$ cat config.mk
export PLATFORM = sky130hd
export DESIGN_NAME = pid_controller_three_mode_flat
export DESIGN_NICKNAME = d
export VERILOG_FILES = /design/src/hw/rtl/pcm_pkg.sv /design/src/hw/rtl/pcm_if.sv /design/src/hw/rtl/pcm_mul.sv /design/src/hw/rtl/pcm_div.sv /design/src/hw/rtl/pcm_ctrl.sv /design/src/hw/rtl/pcm_dp.sv /design/src/hw/rtl/pid_controller_three_mode.sv /design/src/flat_wrapper.sv
export SDC_FILE = /design/constraint.sdc
export NUM_CORES = 2
export LEC_CHECK = 0
export ABC_AREA = 1
export CAP_MARGIN = 20
export CORE_ASPECT_RATIO = 0.6
export CORE_MARGIN = 10
export CORE_UTILIZATION = 57
export DETAILED_ROUTE_END_ITERATION = 10
export DONT_BUFFER_PORTS = 1
export GPL_TIMING_DRIVEN = 0
export PLACE_DENSITY = 0.72
export REMOVE_ABC_BUFFERS = 1
export SLEW_MARGIN = 20
export SYNTH_ARGS = -nofsm -noshare
export SYNTH_HDL_FRONTEND = slang
export SYNTH_HIERARCHICAL = 1
export SYNTH_SLANG_ARGS = --single-unit
$ cat constraint.sdc
create_clock -name i_clk -period 15.7 [get_ports i_clk]
set_input_delay 3.925 -clock i_clk [delete_from_list [all_inputs] [get_ports i_clk]]
set_output_delay 3.925 -clock i_clk [all_outputs]
set_load 0.005 [all_outputs]
$ cat src/hw/rtl/pcm_pkg.sv
// shared types, constants and codes of the three-mode pid controller
package pcm_pkg;

    localparam int VALUE_FRAC_BITS = 8;
    localparam int GAIN_FRAC_BITS  = 16;
    localparam int SUM_WIDTH       = 40;

    localparam int DATA_W     = 24;
    localparam int ERR_W      = 25;
    localparam int ALPHA_W    = 17;
    localparam int ALPHA_FRAC = 16;
    localparam int IDX_W      = 3;
    localparam int MUL_A_W    = 25;

    localparam logic [ALPHA_W-1:0] ALPHA_ONE = ALPHA_W'(1 << ALPHA_FRAC);

    // mode codes, the unused code runs as positional
    localparam logic [1:0] MODE_POS   = 2'd0;
    localparam logic [1:0] MODE_INC   = 2'd1;
    localparam logic [1:0] MODE_YAW   = 2'd2;
    localparam logic [1:0] MODE_SPARE = 2'd3;

    // register indexes
    localparam logic [IDX_W-1:0] REG_MODE   = 3'd0;
    localparam logic [IDX_W-1:0] REG_GAIN_P = 3'd1;
    localparam logic [IDX_W-1:0] REG_GAIN_I = 3'd2;
    localparam logic [IDX_W-1:0] REG_GAIN_D = 3'd3;
    localparam logic [IDX_W-1:0] REG_ALPHA  = 3'd4;
    localparam logic [IDX_W-1:0] REG_OUT_LO = 3'd5;
    localparam logic [IDX_W-1:0] REG_OUT_HI = 3'd6;

    typedef enum logic [1:0] {
        MSEL_FILT,
        MSEL_P,
        MSEL_I,
        MSEL_D
    } t_msel;

    typedef enum logic [3:0] {
        S_IDLE,
        S_FILT,
        S_FILT_WAIT,
        S_ERR,
        S_DIV,
        S_DIV_WAIT,
        S_SUM,
        S_MUL_P,
        S_WAIT_P,
        S_MUL_I,
        S_WAIT_I,
        S_MUL_D,
        S_WAIT_D,
        S_DONE
    } t_state;

    // controller to datapath
    typedef struct packed {
        logic  load;
        logic  mul_go;
        t_msel msel;
        logic  filt_store;
        logic  err_step;
        logic  div_go;
        logic  sum_step;
        logic  acc_add;
        logic  out_load;
    } t_cmd;

    // datapath to controller
    typedef struct packed {
        logic [1:0] mode;
        logic       gi_zero;
        logic       mul_done;
        logic       div_done;
        logic       out_free;
    } t_stat;

endpackage

$ cat src/hw/rtl/pcm_if.sv
// request channels of the three-mode pid controller

interface pcm_in_if;
    logic                                valid;
    logic                                ready;
    logic signed [pcm_pkg::DATA_W-1:0]   target;
    logic signed [pcm_pkg::DATA_W-1:0]   measured;
    modport source (output valid, output target, output measured, input ready);
    modport sink   (input valid, input target, input measured, output ready);
endinterface

interface pcm_out_if;
    logic                                valid;
    logic                                ready;
    logic signed [pcm_pkg::DATA_W-1:0]   drive;
    logic                                output_limited;
    modport source (output valid, output drive, output output_limited, input ready);
    modport sink   (input valid, input drive, input output_limited, output ready);
endinterface

interface pcm_cfg_if;
    logic                              valid;
    logic                              ready;
    logic [pcm_pkg::IDX_W-1:0]         index;
    logic [pcm_pkg::DATA_W-1:0]        data;
    modport source (output valid, output index, output data, input ready);
    modport sink   (input valid, input index, input data, output ready);
endinterface

$ cat src/hw/rtl/pcm_mul.sv
// bit-serial signed multiplier, one multiplier bit per cycle
module pcm_mul #(
    parameter int B_W = pcm_pkg::SUM_WIDTH
) (
    input  logic                                  i_clk,
    input  logic                                  i_rst_n,
    input  logic                                  i_start,
    input  logic signed [pcm_pkg::MUL_A_W-1:0]    i_a,
    input  logic signed [B_W-1:0]                 i_b,
    output logic                                  o_done,
    output logic signed [pcm_pkg::MUL_A_W+B_W-1:0] o_prod
);
    localparam int A_W = pcm_pkg::MUL_A_W;
    localparam int PW  = A_W + B_W;
    localparam int CNT_W = $clog2(A_W);

    logic                 r_busy;
    logic                 r_done;
    logic [CNT_W-1:0]     r_cnt;
    logic [A_W-1:0]       r_a;
    logic signed [PW-1:0] r_b;
    logic signed [PW-1:0] r_acc;
    logic                 last;

    assign last = (r_cnt == CNT_W'(A_W - 1));

    // control
    always_ff @(posedge i_clk) begin
        if (!i_rst_n) begin
            r_busy <= 1'b0;
            r_done <= 1'b0;
            r_cnt  <= '0;
        end else begin
            r_done <= 1'b0;
            if (i_start) begin
                r_busy <= 1'b1;
                r_cnt  <= '0;
            end else if (r_busy) begin
                r_cnt <= r_cnt + 1'b1;
                if (last) begin
                    r_busy <= 1'b0;
                    r_done <= 1'b1;
                end
            end
        end
    end

    // shift and add, top bit of a carries negative weight
    always_ff @(posedge i_clk) begin
        if (i_start) begin
            r_a   <= i_a;
            r_b   <= {{A_W{i_b[B_W-1]}}, i_b};
            r_acc <= '0;
        end else if (r_busy) begin
            if (r_a[0]) begin
                r_acc <= last ? (r_acc - r_b) : (r_acc + r_b);
            end
            r_b <= r_b <<< 1;
            r_a <= r_a >> 1;
        end
    end

    assign o_done = r_done;
    assign o_prod = r_acc;
endmodule

$ cat src/hw/rtl/pcm_div.sv
// restoring unsigned divider, one quotient bit per cycle
module pcm_div #(
    parameter int N_W = pcm_pkg::DATA_W + pcm_pkg::GAIN_FRAC_BITS
) (
    input  logic                          i_clk,
    input  logic                          i_rst_n,
    input  logic                          i_start,
    input  logic [N_W-1:0]                i_num,
    input  logic [pcm_pkg::DATA_W-1:0]    i_den,
    output logic                          o_done,
    output logic [N_W-1:0]                o_quo
);
    localparam int D_W   = pcm_pkg::DATA_W;
    localparam int CNT_W = $clog2(N_W);

    logic             r_busy;
    logic             r_done;
    logic [CNT_W-1:0] r_cnt;
    logic [D_W-1:0]   r_den;
    logic [D_W-1:0]   r_rem;
    logic [N_W-1:0]   r_q;
    logic [D_W:0]     trial;
    logic [D_W:0]     diff;
    logic             fits;

    assign trial = {r_rem, r_q[N_W-1]};
    assign diff  = trial - {1'b0, r_den};
    assign fits  = (trial >= {1'b0, r_den});

    // control
    always_ff @(posedge i_clk) begin
        if (!i_rst_n) begin
            r_busy <= 1'b0;
            r_done <= 1'b0;
            r_cnt  <= '0;
        end else begin
            r_done <= 1'b0;
            if (i_start) begin
                r_busy <= 1'b1;
                r_cnt  <= '0;
            end else if (r_busy) begin
                r_cnt <= r_cnt + 1'b1;
                if (r_cnt == CNT_W'(N_W - 1)) begin
                    r_busy <= 1'b0;
                    r_done <= 1'b1;
                end
            end
        end
    end

    // remainder and quotient shift
    always_ff @(posedge i_clk) begin
        if (i_start) begin
            r_den <= i_den;
            r_rem <= '0;
            r_q   <= i_num;
        end else if (r_busy) begin
            r_rem <= fits ? diff[D_W-1:0] : trial[D_W-1:0];
            r_q   <= {r_q[N_W-2:0], fits};
        end
    end

    assign o_done = r_done;
    assign o_quo  = r_q;
endmodule

$ cat src/hw/rtl/pcm_ctrl.sv
// sequencing state machine of the three-mode pid controller
module pcm_ctrl (
    input  logic            i_clk,
    input  logic            i_rst_n,
    input  logic            i_in_valid,
    output logic            o_in_ready,
    input  pcm_pkg::t_stat  i_stat,
    output pcm_pkg::t_cmd   o_cmd
);
    pcm_pkg::t_state r_state;
    pcm_pkg::t_state n_state;

    // state register
    always_ff @(posedge i_clk) begin
        if (!i_rst_n) begin
            r_state <= pcm_pkg::S_IDLE;
        end else begin
            r_state <= n_state;
        end
    end

    // next state
    always_comb begin
        n_state = r_state;
        case (r_state)
            pcm_pkg::S_IDLE: begin
                if (i_in_valid) begin
                    n_state = (i_stat.mode == pcm_pkg::MODE_YAW) ? pcm_pkg::S_ERR
                                                                 : pcm_pkg::S_FILT;
                end
            end
            pcm_pkg::S_FILT:      n_state = pcm_pkg::S_FILT_WAIT;
            pcm_pkg::S_FILT_WAIT: begin
                if (i_stat.mul_done) n_state = pcm_pkg::S_ERR;
            end
            pcm_pkg::S_ERR: begin
                if (i_stat.mode == pcm_pkg::MODE_INC) n_state = pcm_pkg::S_MUL_P;
                else if (i_stat.gi_zero)              n_state = pcm_pkg::S_SUM;
                else                                  n_state = pcm_pkg::S_DIV;
            end
            pcm_pkg::S_DIV:      n_state = pcm_pkg::S_DIV_WAIT;
            pcm_pkg::S_DIV_WAIT: begin
                if (i_stat.div_done) n_state = pcm_pkg::S_SUM;
            end
            pcm_pkg::S_SUM:    n_state = pcm_pkg::S_MUL_P;
            pcm_pkg::S_MUL_P:  n_state = pcm_pkg::S_WAIT_P;
            pcm_pkg::S_WAIT_P: begin
                if (i_stat.mul_done) n_state = pcm_pkg::S_MUL_I;
            end
            pcm_pkg::S_MUL_I:  n_state = pcm_pkg::S_WAIT_I;
            pcm_pkg::S_WAIT_I: begin
                if (i_stat.mul_done) n_state = pcm_pkg::S_MUL_D;
            end
            pcm_pkg::S_MUL_D:  n_state = pcm_pkg::S_WAIT_D;
            pcm_pkg::S_WAIT_D: begin
                if (i_stat.mul_done) n_state = pcm_pkg::S_DONE;
            end
            pcm_pkg::S_DONE: begin
                if (i_stat.out_free) n_state = pcm_pkg::S_IDLE;
            end
            default: n_state = pcm_pkg::S_IDLE;
        endcase
    end

    // commands
    always_comb begin
        o_cmd      = '0;
        o_cmd.msel = pcm_pkg::MSEL_FILT;
        o_in_ready = 1'b0;
        case (r_state)
            pcm_pkg::S_IDLE: begin
                o_in_ready = 1'b1;
                o_cmd.load = i_in_valid;
            end
            pcm_pkg::S_FILT: begin
                o_cmd.mul_go = 1'b1;
                o_cmd.msel   = pcm_pkg::MSEL_FILT;
            end
            pcm_pkg::S_FILT_WAIT: o_cmd.filt_store = i_stat.mul_done;
            pcm_pkg::S_ERR:       o_cmd.err_step = 1'b1;
            pcm_pkg::S_DIV:       o_cmd.div_go = 1'b1;
            pcm_pkg::S_SUM:       o_cmd.sum_step = 1'b1;
            pcm_pkg::S_MUL_P: begin
                o_cmd.mul_go = 1'b1;
                o_cmd.msel   = pcm_pkg::MSEL_P;
            end
            pcm_pkg::S_MUL_I: begin
                o_cmd.mul_go = 1'b1;
                o_cmd.msel   = pcm_pkg::MSEL_I;
            end
            pcm_pkg::S_MUL_D: begin
                o_cmd.mul_go = 1'b1;
                o_cmd.msel   = pcm_pkg::MSEL_D;
            end
            pcm_pkg::S_WAIT_P,
            pcm_pkg::S_WAIT_I,
            pcm_pkg::S_WAIT_D:    o_cmd.acc_add = i_stat.mul_done;
            pcm_pkg::S_DONE:      o_cmd.out_load = i_stat.out_free;
            default: ;
        endcase
    end
endmodule

$ cat src/hw/rtl/pcm_dp.sv
// datapath: registers, state, operand selection, the shared multiplier and the divider
module pcm_dp #(
    parameter int VALUE_FRAC_BITS = pcm_pkg::VALUE_FRAC_BITS,
    parameter int GAIN_FRAC_BITS  = pcm_pkg::GAIN_FRAC_BITS,
    parameter int SUM_WIDTH       = pcm_pkg::SUM_WIDTH
) (
    input  logic                               i_clk,
    input  logic                               i_rst_n,
    input  pcm_pkg::t_cmd                      i_cmd,
    output pcm_pkg::t_stat                     o_stat,
    input  logic                               i_cfg_we,
    input  logic [pcm_pkg::IDX_W-1:0]          i_cfg_index,
    input  logic [pcm_pkg::DATA_W-1:0]         i_cfg_data,
    input  logic signed [pcm_pkg::DATA_W-1:0]  i_target,
    input  logic signed [pcm_pkg::DATA_W-1:0]  i_measured,
    input  logic                               i_out_ready,
    output logic                               o_out_valid,
    output logic signed [pcm_pkg::DATA_W-1:0]  o_drive,
    output logic                               o_limited
);
    localparam int DW    = pcm_pkg::DATA_W;
    localparam int EW    = pcm_pkg::ERR_W;
    localparam int AW    = pcm_pkg::MUL_A_W;
    localparam int XW    = EW + 2;
    localparam int YW    = DW + 3;
    localparam int B_W   = SUM_WIDTH;
    localparam int PW    = AW + B_W;
    localparam int O_W   = PW + 2;
    localparam int NUM_W = DW + GAIN_FRAC_BITS;
    localparam int CW    = ((SUM_WIDTH > NUM_W) ? SUM_WIDTH : NUM_W) + 2;
    localparam int HALF  = 180 << VALUE_FRAC_BITS;
    localparam int FULL  = 360 << VALUE_FRAC_BITS;
    localparam int BAND  = 2 << VALUE_FRAC_BITS;
    localparam int DZ    = (1 << VALUE_FRAC_BITS) / 2;

    localparam logic signed [YW-1:0] Y_HALF = YW'(HALF);
    localparam logic signed [YW-1:0] Y_FULL = YW'(FULL);
    localparam logic signed [YW-1:0] Y_BAND = YW'(BAND);
    localparam logic signed [XW-1:0] X_DZ   = XW'(DZ);
    localparam logic signed [SUM_WIDTH-1:0] SUM_MAX = {1'b0, {(SUM_WIDTH-1){1'b1}}};
    localparam logic signed [SUM_WIDTH-1:0] SUM_MIN = {1'b1, {(SUM_WIDTH-1){1'b0}}};

    // configuration
    logic [1:0]                   r_mode;
    logic signed [DW-1:0]         r_gp, r_gi, r_gd, r_lo, r_hi;
    logic [pcm_pkg::ALPHA_W-1:0]  r_alpha;

    // controller state and current request
    logic signed [DW-1:0]         r_lf, r_ld, r_t, r_m;
    logic signed [EW-1:0]         r_en, r_ep, r_ep2;
    logic signed [SUM_WIDTH-1:0]  r_sum;
    logic signed [O_W-1:0]        r_o;

    // result register
    logic                         r_ovalid;
    logic signed [DW-1:0]         r_drive;
    logic                         r_lim;

    logic                         mul_done, div_done;
    logic signed [AW-1:0]         mul_a;
    logic signed [B_W-1:0]        mul_b;
    logic signed [PW-1:0]         prod, prod_g, prod_f;
    logic [NUM_W-1:0]             div_num, quo;
    logic [DW-1:0]                abs_hi, abs_gi;

    logic [pcm_pkg::ALPHA_W-1:0]  alpha_c;
    logic signed [EW-1:0]         m_diff, pos_err;
    logic signed [XW-1:0]         en_x, ep_x, ep2_x, x_p, x_d;
    logic signed [YW-1:0]         yd;
    logic                         y_dead;
    logic signed [SUM_WIDTH:0]    s_add;
    logic signed [SUM_WIDTH-1:0]  s_sat;
    logic signed [CW-1:0]         s_w, s_lim, s_cl;
    logic signed [O_W-1:0]        o_hi, o_lo, o_cl;
    logic                         o_lim;

    // configuration writes
    always_ff @(posedge i_clk) begin
        if (!i_rst_n) begin
            r_mode  <= pcm_pkg::MODE_POS;
            r_gp    <= '0;
            r_gi    <= '0;
            r_gd    <= '0;
            r_alpha <= '0;
            r_lo    <= '0;
            r_hi    <= '0;
        end else if (i_cfg_we) begin
            case (i_cfg_index)
                pcm_pkg::REG_MODE:   r_mode  <= i_cfg_data[1:0];
                pcm_pkg::REG_GAIN_P: r_gp    <= i_cfg_data;
                pcm_pkg::REG_GAIN_I: r_gi    <= i_cfg_data;
                pcm_pkg::REG_GAIN_D: r_gd    <= i_cfg_data;
                pcm_pkg::REG_ALPHA:  r_alpha <= i_cfg_data[pcm_pkg::ALPHA_W-1:0];
                pcm_pkg::REG_OUT_LO: r_lo    <= i_cfg_data;
                pcm_pkg::REG_OUT_HI: r_hi    <= i_cfg_data;
                default: ;
            endcase
        end
    end

    // error history helpers
    assign en_x  = {{2{r_en[EW-1]}}, r_en};
    assign ep_x  = {{2{r_ep[EW-1]}}, r_ep};
    assign ep2_x = {{2{r_ep2[EW-1]}}, r_ep2};
    assign alpha_c = (r_alpha > pcm_pkg::ALPHA_ONE) ? pcm_pkg::ALPHA_ONE : r_alpha;
    assign m_diff  = {r_m[DW-1], r_m} - {r_lf[DW-1], r_lf};
    assign pos_err = {r_t[DW-1], r_t} - {r_lf[DW-1], r_lf};

    // proportional and derivative operands per mode
    always_comb begin
        x_p = en_x;
        x_d = en_x - ep_x;
        if (r_mode == pcm_pkg::MODE_INC) begin
            x_p = en_x - ep_x;
            x_d = en_x - (ep_x <<< 1) + ep2_x;
        end else if (r_mode == pcm_pkg::MODE_YAW) begin
            if ((en_x - ep_x) < X_DZ && (en_x - ep_x) > -X_DZ) x_d = '0;
        end
    end

    // multiplier operand select
    always_comb begin
        case (i_cmd.msel)
            pcm_pkg::MSEL_FILT: begin
                mul_a = {{(AW-pcm_pkg::ALPHA_W){1'b0}}, alpha_c};
                mul_b = {{(B_W-EW){m_diff[EW-1]}}, m_diff};
            end
            pcm_pkg::MSEL_P: begin
                mul_a = {r_gp[DW-1], r_gp};
                mul_b = {{(B_W-XW){x_p[XW-1]}}, x_p};
            end
            pcm_pkg::MSEL_I: begin
                mul_a = {r_gi[DW-1], r_gi};
                if (r_mode == pcm_pkg::MODE_INC) mul_b = {{(B_W-XW){en_x[XW-1]}}, en_x};
                else                             mul_b = r_sum;
            end
            pcm_pkg::MSEL_D: begin
                mul_a = {r_gd[DW-1], r_gd};
                mul_b = {{(B_W-XW){x_d[XW-1]}}, x_d};
            end
            default: begin
                mul_a = '0;
                mul_b = '0;
            end
        endcase
    end

    pcm_mul #(.B_W(B_W)) u_mul (
        .i_clk   (i_clk),
        .i_rst_n (i_rst_n),
        .i_start (i_cmd.mul_go),
        .i_a     (mul_a),
        .i_b     (mul_b),
        .o_done  (mul_done),
        .o_prod  (prod)
    );

    assign prod_g = prod >>> GAIN_FRAC_BITS;
    assign prod_f = prod >>> pcm_pkg::ALPHA_FRAC;

    // integral limit |out_high_limit| scaled by the gain fraction over |gain_i|
    assign abs_hi  = r_hi[DW-1] ? DW'(-r_hi) : DW'(r_hi);
    assign abs_gi  = r_gi[DW-1] ? DW'(-r_gi) : DW'(r_gi);
    assign div_num = {abs_hi, {GAIN_FRAC_BITS{1'b0}}};

    pcm_div #(.N_W(NUM_W)) u_div (
        .i_clk   (i_clk),
        .i_rst_n (i_rst_n),
        .i_start (i_cmd.div_go),
        .i_num   (div_num),
        .i_den   (abs_gi),
        .o_done  (div_done),
        .o_quo   (quo)
    );

    // yaw error wrap and dead band
    always_comb begin
        yd = {{3{r_t[DW-1]}}, r_t} - {{3{r_m[DW-1]}}, r_m};
        if (yd > Y_HALF)  yd = yd - Y_FULL;
        if (yd < -Y_HALF) yd = yd + Y_FULL;
        y_dead = (yd < Y_BAND) && (yd > -Y_BAND);
    end

    // saturating integral add, then clamp to the integral limit while the integral gain is nonzero
    always_comb begin
        s_add = {r_sum[SUM_WIDTH-1], r_sum} + {{(SUM_WIDTH+1-EW){r_en[EW-1]}}, r_en};
        if (s_add[SUM_WIDTH] != s_add[SUM_WIDTH-1]) begin
            s_sat = s_add[SUM_WIDTH] ? SUM_MIN : SUM_MAX;
        end else begin
            s_sat = s_add[SUM_WIDTH-1:0];
        end
        s_w   = {{(CW-SUM_WIDTH){s_sat[SUM_WIDTH-1]}}, s_sat};
        s_lim = {{(CW-NUM_W){1'b0}}, quo};
        s_cl  = s_w;
        if (r_gi != '0) begin
            if (s_cl > s_lim)  s_cl = s_lim;
            if (s_cl < -s_lim) s_cl = -s_lim;
        end
    end

    // output clamp, high first then low
    always_comb begin
        o_hi  = {{(O_W-DW){r_hi[DW-1]}}, r_hi};
        o_lo  = {{(O_W-DW){r_lo[DW-1]}}, r_lo};
        o_cl  = r_o;
        o_lim = 1'b0;
        if (o_cl > o_hi) begin
            o_cl  = o_hi;
            o_lim = 1'b1;
        end
        if (o_cl < o_lo) begin
            o_cl  = o_lo;
            o_lim = 1'b1;
        end
    end

    // controller state
    always_ff @(posedge i_clk) begin
        if (!i_rst_n) begin
            r_lf  <= '0;
            r_en  <= '0;
            r_ep  <= '0;
            r_ep2 <= '0;
            r_sum <= '0;
            r_ld  <= '0;
        end else begin
            if (i_cmd.filt_store) begin
                r_lf <= r_lf + prod_f[DW-1:0];
            end
            if (i_cmd.err_step) begin
                r_ep <= r_en;
                if (r_mode == pcm_pkg::MODE_YAW) begin
                    r_en <= y_dead ? '0 : yd[EW-1:0];
                    if (y_dead) r_sum <= '0;
                end else begin
                    r_en <= pos_err;
                    if (r_mode == pcm_pkg::MODE_INC) r_ep2 <= r_ep;
                end
            end
            if (i_cmd.sum_step) begin
                r_sum <= s_cl[SUM_WIDTH-1:0];
            end
            if (i_cmd.out_load) begin
                r_ld <= o_cl[DW-1:0];
            end
        end
    end

    // request capture and term accumulation
    always_ff @(posedge i_clk) begin
        if (i_cmd.load) begin
            r_t <= i_target;
            r_m <= i_measured;
        end
        if (i_cmd.err_step) begin
            r_o <= (r_mode == pcm_pkg::MODE_INC) ? {{(O_W-DW){r_ld[DW-1]}}, r_ld} : '0;
        end else if (i_cmd.acc_add) begin
            r_o <= r_o + {{2{prod_g[PW-1]}}, prod_g};
        end
    end

    // result register
    always_ff @(posedge i_clk) begin
        if (!i_rst_n) begin
            r_ovalid <= 1'b0;
        end else if (i_cmd.out_load) begin
            r_ovalid <= 1'b1;
        end else if (i_out_ready) begin
            r_ovalid <= 1'b0;
        end
    end

    always_ff @(posedge i_clk) begin
        if (i_cmd.out_load) begin
            r_drive <= o_cl[DW-1:0];
            r_lim   <= o_lim;
        end
    end

    assign o_stat.mode     = r_mode;
    assign o_stat.gi_zero  = (r_gi == '0);
    assign o_stat.mul_done = mul_done;
    assign o_stat.div_done = div_done;
    assign o_stat.out_free = !r_ovalid || i_out_ready;

    assign o_out_valid = r_ovalid;
    assign o_drive     = r_drive;
    assign o_limited   = r_lim;
endmodule

$ cat src/hw/rtl/pid_controller_three_mode.sv
// Three-mode PID controller (positional, incremental, yaw) giving one clamped drive value per
// request. One request is worked at a time; a finished drive waits in the output register while
// the next request is taken and worked. Each gain product goes through one bit-serial multiplier
// with 25 multiplier bits, and the integral limit comes from a restoring divider. A request needs
// four products and the divide in positional mode, four products and no divide in incremental
// mode, and three products and the divide in yaw mode; the divide is skipped while the integral
// gain is zero. Configuration writes are taken every cycle.
module pid_controller_three_mode #(
    parameter int VALUE_FRAC_BITS = pcm_pkg::VALUE_FRAC_BITS,
    parameter int GAIN_FRAC_BITS  = pcm_pkg::GAIN_FRAC_BITS,
    parameter int SUM_WIDTH       = pcm_pkg::SUM_WIDTH
) (
    input  logic       i_clk,
    input  logic       i_rst_n,
    pcm_in_if.sink     i_in,
    pcm_cfg_if.sink    i_cfg,
    pcm_out_if.source  o_out
);
    pcm_pkg::t_cmd  cmd;
    pcm_pkg::t_stat stat;

    assign i_cfg.ready = 1'b1;

    pcm_ctrl u_ctrl (
        .i_clk      (i_clk),
        .i_rst_n    (i_rst_n),
        .i_in_valid (i_in.valid),
        .o_in_ready (i_in.ready),
        .i_stat     (stat),
        .o_cmd      (cmd)
    );

    pcm_dp #(
        .VALUE_FRAC_BITS (VALUE_FRAC_BITS),
        .GAIN_FRAC_BITS  (GAIN_FRAC_BITS),
        .SUM_WIDTH       (SUM_WIDTH)
    ) u_dp (
        .i_clk       (i_clk),
        .i_rst_n     (i_rst_n),
        .i_cmd       (cmd),
        .o_stat      (stat),
        .i_cfg_we    (i_cfg.valid),
        .i_cfg_index (i_cfg.index),
        .i_cfg_data  (i_cfg.data),
        .i_target    (i_in.target),
        .i_measured  (i_in.measured),
        .i_out_ready (o_out.ready),
        .o_out_valid (o_out.valid),
        .o_drive     (o_out.drive),
        .o_limited   (o_out.output_limited)
    );
endmodule

$ cat src/flat_wrapper.sv
// flat-port wrapper written by rule: the top's interface ports become plain ports
module pid_controller_three_mode_flat 
#(
    parameter int VALUE_FRAC_BITS = pcm_pkg::VALUE_FRAC_BITS,
    parameter int GAIN_FRAC_BITS  = pcm_pkg::GAIN_FRAC_BITS,
    parameter int SUM_WIDTH       = pcm_pkg::SUM_WIDTH
)
  (i_clk, i_rst_n, i_in_valid, i_in_target, i_in_measured, i_in_ready, i_cfg_valid, i_cfg_index, i_cfg_data, i_cfg_ready, o_out_valid, o_out_drive, o_out_output_limited, o_out_ready);
  pcm_in_if i_in_i ();
  pcm_cfg_if i_cfg_i ();
  pcm_out_if o_out_i ();
  input  logic i_clk;
  input  logic i_rst_n;
  input wire logic [$bits(i_in_i.valid)-1:0] i_in_valid;
  input wire logic [$bits(i_in_i.target)-1:0] i_in_target;
  input wire logic [$bits(i_in_i.measured)-1:0] i_in_measured;
  output wire logic [$bits(i_in_i.ready)-1:0] i_in_ready;
  input wire logic [$bits(i_cfg_i.valid)-1:0] i_cfg_valid;
  input wire logic [$bits(i_cfg_i.index)-1:0] i_cfg_index;
  input wire logic [$bits(i_cfg_i.data)-1:0] i_cfg_data;
  output wire logic [$bits(i_cfg_i.ready)-1:0] i_cfg_ready;
  output wire logic [$bits(o_out_i.valid)-1:0] o_out_valid;
  output wire logic [$bits(o_out_i.drive)-1:0] o_out_drive;
  output wire logic [$bits(o_out_i.output_limited)-1:0] o_out_output_limited;
  input wire logic [$bits(o_out_i.ready)-1:0] o_out_ready;
  assign i_in_i.valid = i_in_valid;
  assign i_in_i.target = i_in_target;
  assign i_in_i.measured = i_in_measured;
  assign i_in_ready = i_in_i.ready;
  assign i_cfg_i.valid = i_cfg_valid;
  assign i_cfg_i.index = i_cfg_index;
  assign i_cfg_i.data = i_cfg_data;
  assign i_cfg_ready = i_cfg_i.ready;
  assign o_out_valid = o_out_i.valid;
  assign o_out_drive = o_out_i.drive;
  assign o_out_output_limited = o_out_i.output_limited;
  assign o_out_i.ready = o_out_ready;
  pid_controller_three_mode #(.VALUE_FRAC_BITS(VALUE_FRAC_BITS), .GAIN_FRAC_BITS(GAIN_FRAC_BITS), .SUM_WIDTH(SUM_WIDTH)) u_core (.i_clk(i_clk), .i_rst_n(i_rst_n), .i_in(i_in_i), .i_cfg(i_cfg_i), .o_out(o_out_i));
endmodule
Yosys cells after proc, flatten, opt, wreduce, memory -nomap -nowiden:

Cells that the tools add are included.

* flip-flop bits (word level): 705
* bits of input ports: 80

* reduce and logical (&&, ||, !) cells: 32
* muxes and demuxes: 68
* order comparisons: 12
* bitwise operators: 4
* eq/ne operators: 34
* $add $sub $neg: 19

Operator list (number)
* $mux W40: 11
* $mux W67: 4
* $mux W65: 3
* $mux W27: 6
* $pmux W40 S4: 1
* $mux W25: 4
* $pmux W25 S4: 1
* $mux W42: 2
* $sub A24 B24 Y25: 3
* $mux W24: 3
* $add A67 B67 Y67: 1
* $gt A67 B24 Y1: 1
* $lt A67 B24 Y1: 1
* $add A65 B65 Y65: 1
* $sub A65 B65 Y65: 1
* $pmux W4 S14: 1
* $neg A24 Y24: 2
* $lt A42 B42 Y1: 1
* $neg A40 Y42: 1
* $add A40 B25 Y41: 1
* $gt A40 B41 Y1: 1
* $mux W4: 7
* $add A27 B18 Y27 const B: 1
* $add A27 B25 Y27: 1
* 48 further kinds: 110

Depth between registers and ports, before layout:

* word-level depth: 11
* gate-level depth with buffers: 46
* depth with buffers taken out: 43

By module:

The synthesis kept the hierarchy.

Modules (own cells, without submodules)
* pcm_dp: area an instance 42535.8 µm², cells each 6361, times used 1
* pcm_mul: area an instance 13299.0 µm², cells each 2102, times used 1
* pcm_div: area an instance 5854.4 µm², cells each 784, times used 1
* pcm_ctrl: area an instance 509.2 µm², cells each 85, times used 1
* pid_controller_three_mode: area an instance 11.3 µm², cells each 2, times used 1

Worst setup path before layout:

No wires, ideal clock.

* path type: input -> register
* start: input o_out_ready
* end: register u_core.u_dp.r_ld[14]
* arrival: 7.642 ns
* path buffers: 2
* slack: 8.001 ns
* stages: 10
* library setup time: 0.057 ns
* required time: 15.643 ns
* path through: inv_1 nand2_1 inv_1 nor4_1 inv_1 clkbuf_1 clkbuf_1 a21oi_1 o21ai_0 inv_1

RTL lines
* start, declared: RTL line flat_wrapper.sv:25 `input wire logic [$bits(o_out_i.ready)-1:0] o_out_ready;`
* end signal, assigned: RTL line pcm_dp.sv:244 `r_ld <= o_cl[DW-1:0];`
* end, declared: RTL line pcm_dp.sv:49 `logic signed [DW-1:0] r_lf, r_ld, r_t, r_m;`

Final worst setup path:

* start: register u_core.u_dp.r_en[24]
* end: register u_core.u_dp.r_sum[27]

* word-level cells in the longest chain between the ends: 10
* elaborated cells on any way between the ends: 11
* classes of those cells: add/sub (1); order compare (2); eq/ne (1); mux (7)

RTL lines
* start, declared: RTL line pcm_dp.sv:50 `logic signed [EW-1:0] r_en, r_ep, r_ep2;`
* start signal, assigned: RTL line pcm_dp.sv:233 `r_en <= y_dead ? '0 : yd[EW-1:0];`
* start signal, assigned: RTL line pcm_dp.sv:236 `r_en <= pos_err;`
* $add A40 B25 Y41 (*): RTL line pcm_dp.sv:186 `s_add = {r_sum[SUM_WIDTH-1], r_sum} + {{(SUM_WIDTH+1-EW){r_en[EW-1]}}, r_en};`
* $mux W40 or $ne A1 B1 Y1 (tied branches): RTL line pcm_dp.sv:188, pcm_dp.sv:187
* $mux W40 (*): RTL line pcm_dp.sv:187 `if (s_add[SUM_WIDTH] != s_add[SUM_WIDTH-1]) begin`
* $gt A40 B41 Y1: RTL line pcm_dp.sv:196 `if (s_cl > s_lim) s_cl = s_lim;`
* $mux W42: RTL line pcm_dp.sv:196
* $mux W42: RTL line pcm_dp.sv:195 `if (r_gi != '0) begin`
* $lt A42 B42 Y1: RTL line pcm_dp.sv:197 `if (s_cl < -s_lim) s_cl = -s_lim;`
* $mux W40: RTL line pcm_dp.sv:197
* $mux W40 (*): RTL line pcm_dp.sv:195
* $mux W40 (*): RTL line pcm_dp.sv:240 `if (i_cmd.sum_step) begin`
* end signal, assigned: RTL line pcm_dp.sv:241 `r_sum <= s_cl[SUM_WIDTH-1:0];`
* end, declared: RTL line pcm_dp.sv:51 `logic signed [SUM_WIDTH-1:0] r_sum;`

Mark *: on every way between the ends. The rest lies on a longest branch, timed or not. The select of a mux whose other input is x is not followed.
A chain may end at the register's enable or synchronous reset.

==> out/qor.txt <==
run status: complete, no violations
PortBufs: 0
Skew-Pair Late Insertion Delay: 720 ps
routed vias/inst: 5.893
number of global-route vias before repair: 55,510
Syn Std Cell Area: 0.06221 mm2
most common library cells after synthesis: nand2_1, inv_1, nor2_1
largest net degree at the start of global routing: 227
final worst-path cycle share: 70.89%
Nets: 9,872
final hold vios: 0
synth unique cells: 77
VDD IR-drop max: 0.1247 mV
worst reg-to-reg setup slack: 4570 ps
Power Dens Cells: 192.7 mW/mm2
area taken by multi-input logic gates: 0.03877 mm2
CTS tree: yes
WL met3: 30,450 um
Worst-Margin Slew: 1114 ps
hold buffers post-CTS: 0
H-tree depth: 3
Slew HR: 25.53%
largest area contributor in the netlist: edfxtp_1
die area: 0.1232 mm2
hold wc startpoint: u_core/u_dp/u_div/r_rem[15]
Post-synth EDFFs: 294
Primary FF master, synth: dfxtp_1
IO Pins: 108
Mapped Avg Cell Area: 6.665 um2
antenna-violating nets left: 0
Post-Route WL: 218,000 um
critical path peak fanout: 48
Final Instance Area: 0.06645 mm2
yosys warns: 6
Hold WS: 471.4 ps
first-pass detailed-route iteration total: 6
Fill cells: 10,240
Yosys top cell area share: 14.19%
clock buffer depth: 3
Setup Skew: 56.28 ps
Critical Path AT: 11,770 ps
worst r2r dst: u_core/u_dp/r_sum[27]
initial DRC count: 8,594
routed wire length on met2: 80,880 um
CP endpoint kind: register
FMAX: 89.85 MHz
Post-DP Area: 0.06392 mm2
GPL Wtd Cong: 0.9916
Final min period: 11,130 ps
Crit Path Category: reg2reg
GRT Util Overall: 34.11%
# rows: 93
vias: 62,920
Synth area leaders: edfxtp_1, dfxtp_1, nand2_1
DRT met1 WL: 101,300 um
top-count cell post-synth: nand2_1
hold depth: 2
drt drc: 0
CTS Root Cell: clkbuf_16
Crit path required time: 16,340 ps
Starting Density: 57.73%
Chip Height: 275.9 um
Buf/Inv on CP: 5
synthesis-to-finish area growth: 6.822%
CP max-delay cell: dfxtp_1
Final HPWL DP: 173,200 um
Hold Crit Class: reg2reg
Congestion Overflow GR: 0
max-slew violations: 0
RSZ-0062 raised after global routing: false
Syn Inst Count: 9,334
core area: 0.1078 mm2
routed len/inst: 20.41 um
CTS buffer count: 75
post-CTS setup buffer count: 0
initial antenna violation count: 11
leakage: 31.67 nW
RR Startpoint: u_core/u_dp/r_en[24]
max cap viols: 0
slowest cell delay on critical path: 1020 ps
first-pass GRT wire length: 330,000 um
max layer used: met5
register area share after synthesis: 27.42%
Reg area: 0.01706 mm2
post-synthesis register bit count: 705
Async SR Flop Fraction: 0%
CTS clk-pin slew, worst paths: 70 ps
Sink Count: 705
crit start category: register
R2R cell count: 38
Die W: 446.5 um
share of cells above drive strength 1: 4.346%
Hold Path Sink: u_core/u_dp/u_div/r_rem[15]
CP top delay family: simple AND/OR/NAND/NOR gates
Final Setup Violations: 0
post-cts resize count: 0
==> where the power goes <==
| group | total [mW] | leakage, nW | internal (mW) | switching [mW] |
|---|---|---|---|---|
| sequential | 3.05 | 6.09 | 2.50 | 0.544 |
| combinational | 7.85 | 24.4 | 2.51 | 5.34 |
| clock | 1.91 | 1.22 | 1.06 | 0.851 |
==> worst max path at each step <==
stage / start / end / slack [ps] / depth (start not counted)
floorplan: u_core/u_ctrl/r_state[2] / u_core/u_dp/u_mul/r_busy / -590 / 8
global placement: u_core/u_ctrl/r_state[2] / u_core/u_dp/u_mul/r_busy / -16540 / 8
detailed placement: u_core/u_dp/r_en[24] / u_core/u_dp/r_sum[27] / 5060 / 38
CTS: u_core/u_dp/r_en[24] / u_core/u_dp/r_sum[27] / 5060 / 38
global route: u_core/u_dp/r_en[24] / u_core/u_dp/r_sum[27] / 4070 / 38
finish: u_core/u_dp/r_en[24] / u_core/u_dp/r_sum[27] / 4570 / 38
==> placed cells by master, fill, tap and decap left out, types with 15 or more instances in the layout <==
cell,count
nand2_1,2133
inv_1,1383
nor2_1,947
a21oi_1,826
o21ai_0,797
ha_1,567
nand3_1,417
dfxtp_1,410
edfxtp_1,294
xor2_1,264
nand4_1,132
nor3_1,98
clkbuf_16,76
xnor2_1,75
nand2_2,51
a31oi_1,51
o211ai_1,45
nand3_2,42
nand3b_1,41
o21bai_1,34
fa_1,34
o21a_1,33
nor4_1,33
inv_2,28
o21ai_1,26
a211oi_1,23
nor2_4,22
nor2_2,20
o22ai_1,19
conb_1,17
buf_12,17
o2111ai_1,16
or2_2,16
clkbuf_1,15
o221ai_1,15
and2_1,15
buf_16,15
buf_4,15
==> per-stage QoR <==
stage	setup WS, ps	utilization, %	setup TNS (ps)	total power [mW]	instances
after floorplan	-589.0	-	-51360	8.282	9058
after global placement	-16540	58.29	-3881560	10.47	10480
after detailed placement	5058	59.32	0	10.59	10540
after CTS	5065	61.66	0	12.53	10680
after global routing	4065	61.67	0	13.78	10680
final	4571	61.67	0	12.80	10680
==> cells by family (layout without fill, tap and decap cells) <==
logic type,count (synthesis),in the layout,share of synthesized area (%)
simple gates,4012,4012,27.59
flops,705,705,27.42
fa+ha+maj,601,601,12.50
xor+xnor,340,340,4.799
compound gates,1962,1962,17.11
other cells,2,20,0.01207
buf+inv,1712,1613,10.58
==> state kept, by name, indices dropped and copies added (netlist names), 25 cells and up <==
signal / cells
u_core/u_dp/r_ep2: 25
u_core/u_dp/r_sum: 40
u_core/u_dp/u_mul/r_a: 25
u_core/u_dp/u_div/o_quo: 40
u_core/u_dp/r_en: 25
u_core/u_dp/r_ep: 25
u_core/u_dp/r_o: 67
u_core/u_dp/u_mul/o_prod: 65
u_core/u_dp/u_mul/r_b: 65
==> worst min-delay path: stages, from the launching register on <==
cell and delay (ps):
dfxtp_1 320, nand2_1 60, nand2_1 40
==> area by class of cell <==
| cell class | instances | area share [%] |
|---|---|---|
| clock buffer | 99 | 3.112 |
| timing repair buffer | 56 | 1.448 |
| inverter | 1421 | 8.055 |
| antenna | 3 | 0.01130 |
| multi-input combinational | 6932 | 58.34 |
| sequential | 705 | 25.67 |
| tap | 1425 | 2.683 |
| clock inverter | 37 | 0.6853 |
==> routing by layer <==
layer / up-vias / track usage [%]
met4: 12 / 8.238
met3: 265 / 9.753
met5: - / 0
met1: 29170 / 52.89
met2: 3085 / 45.19
li1: 30390 / -
No activity file was read; power rests on OpenSTA's default activity.
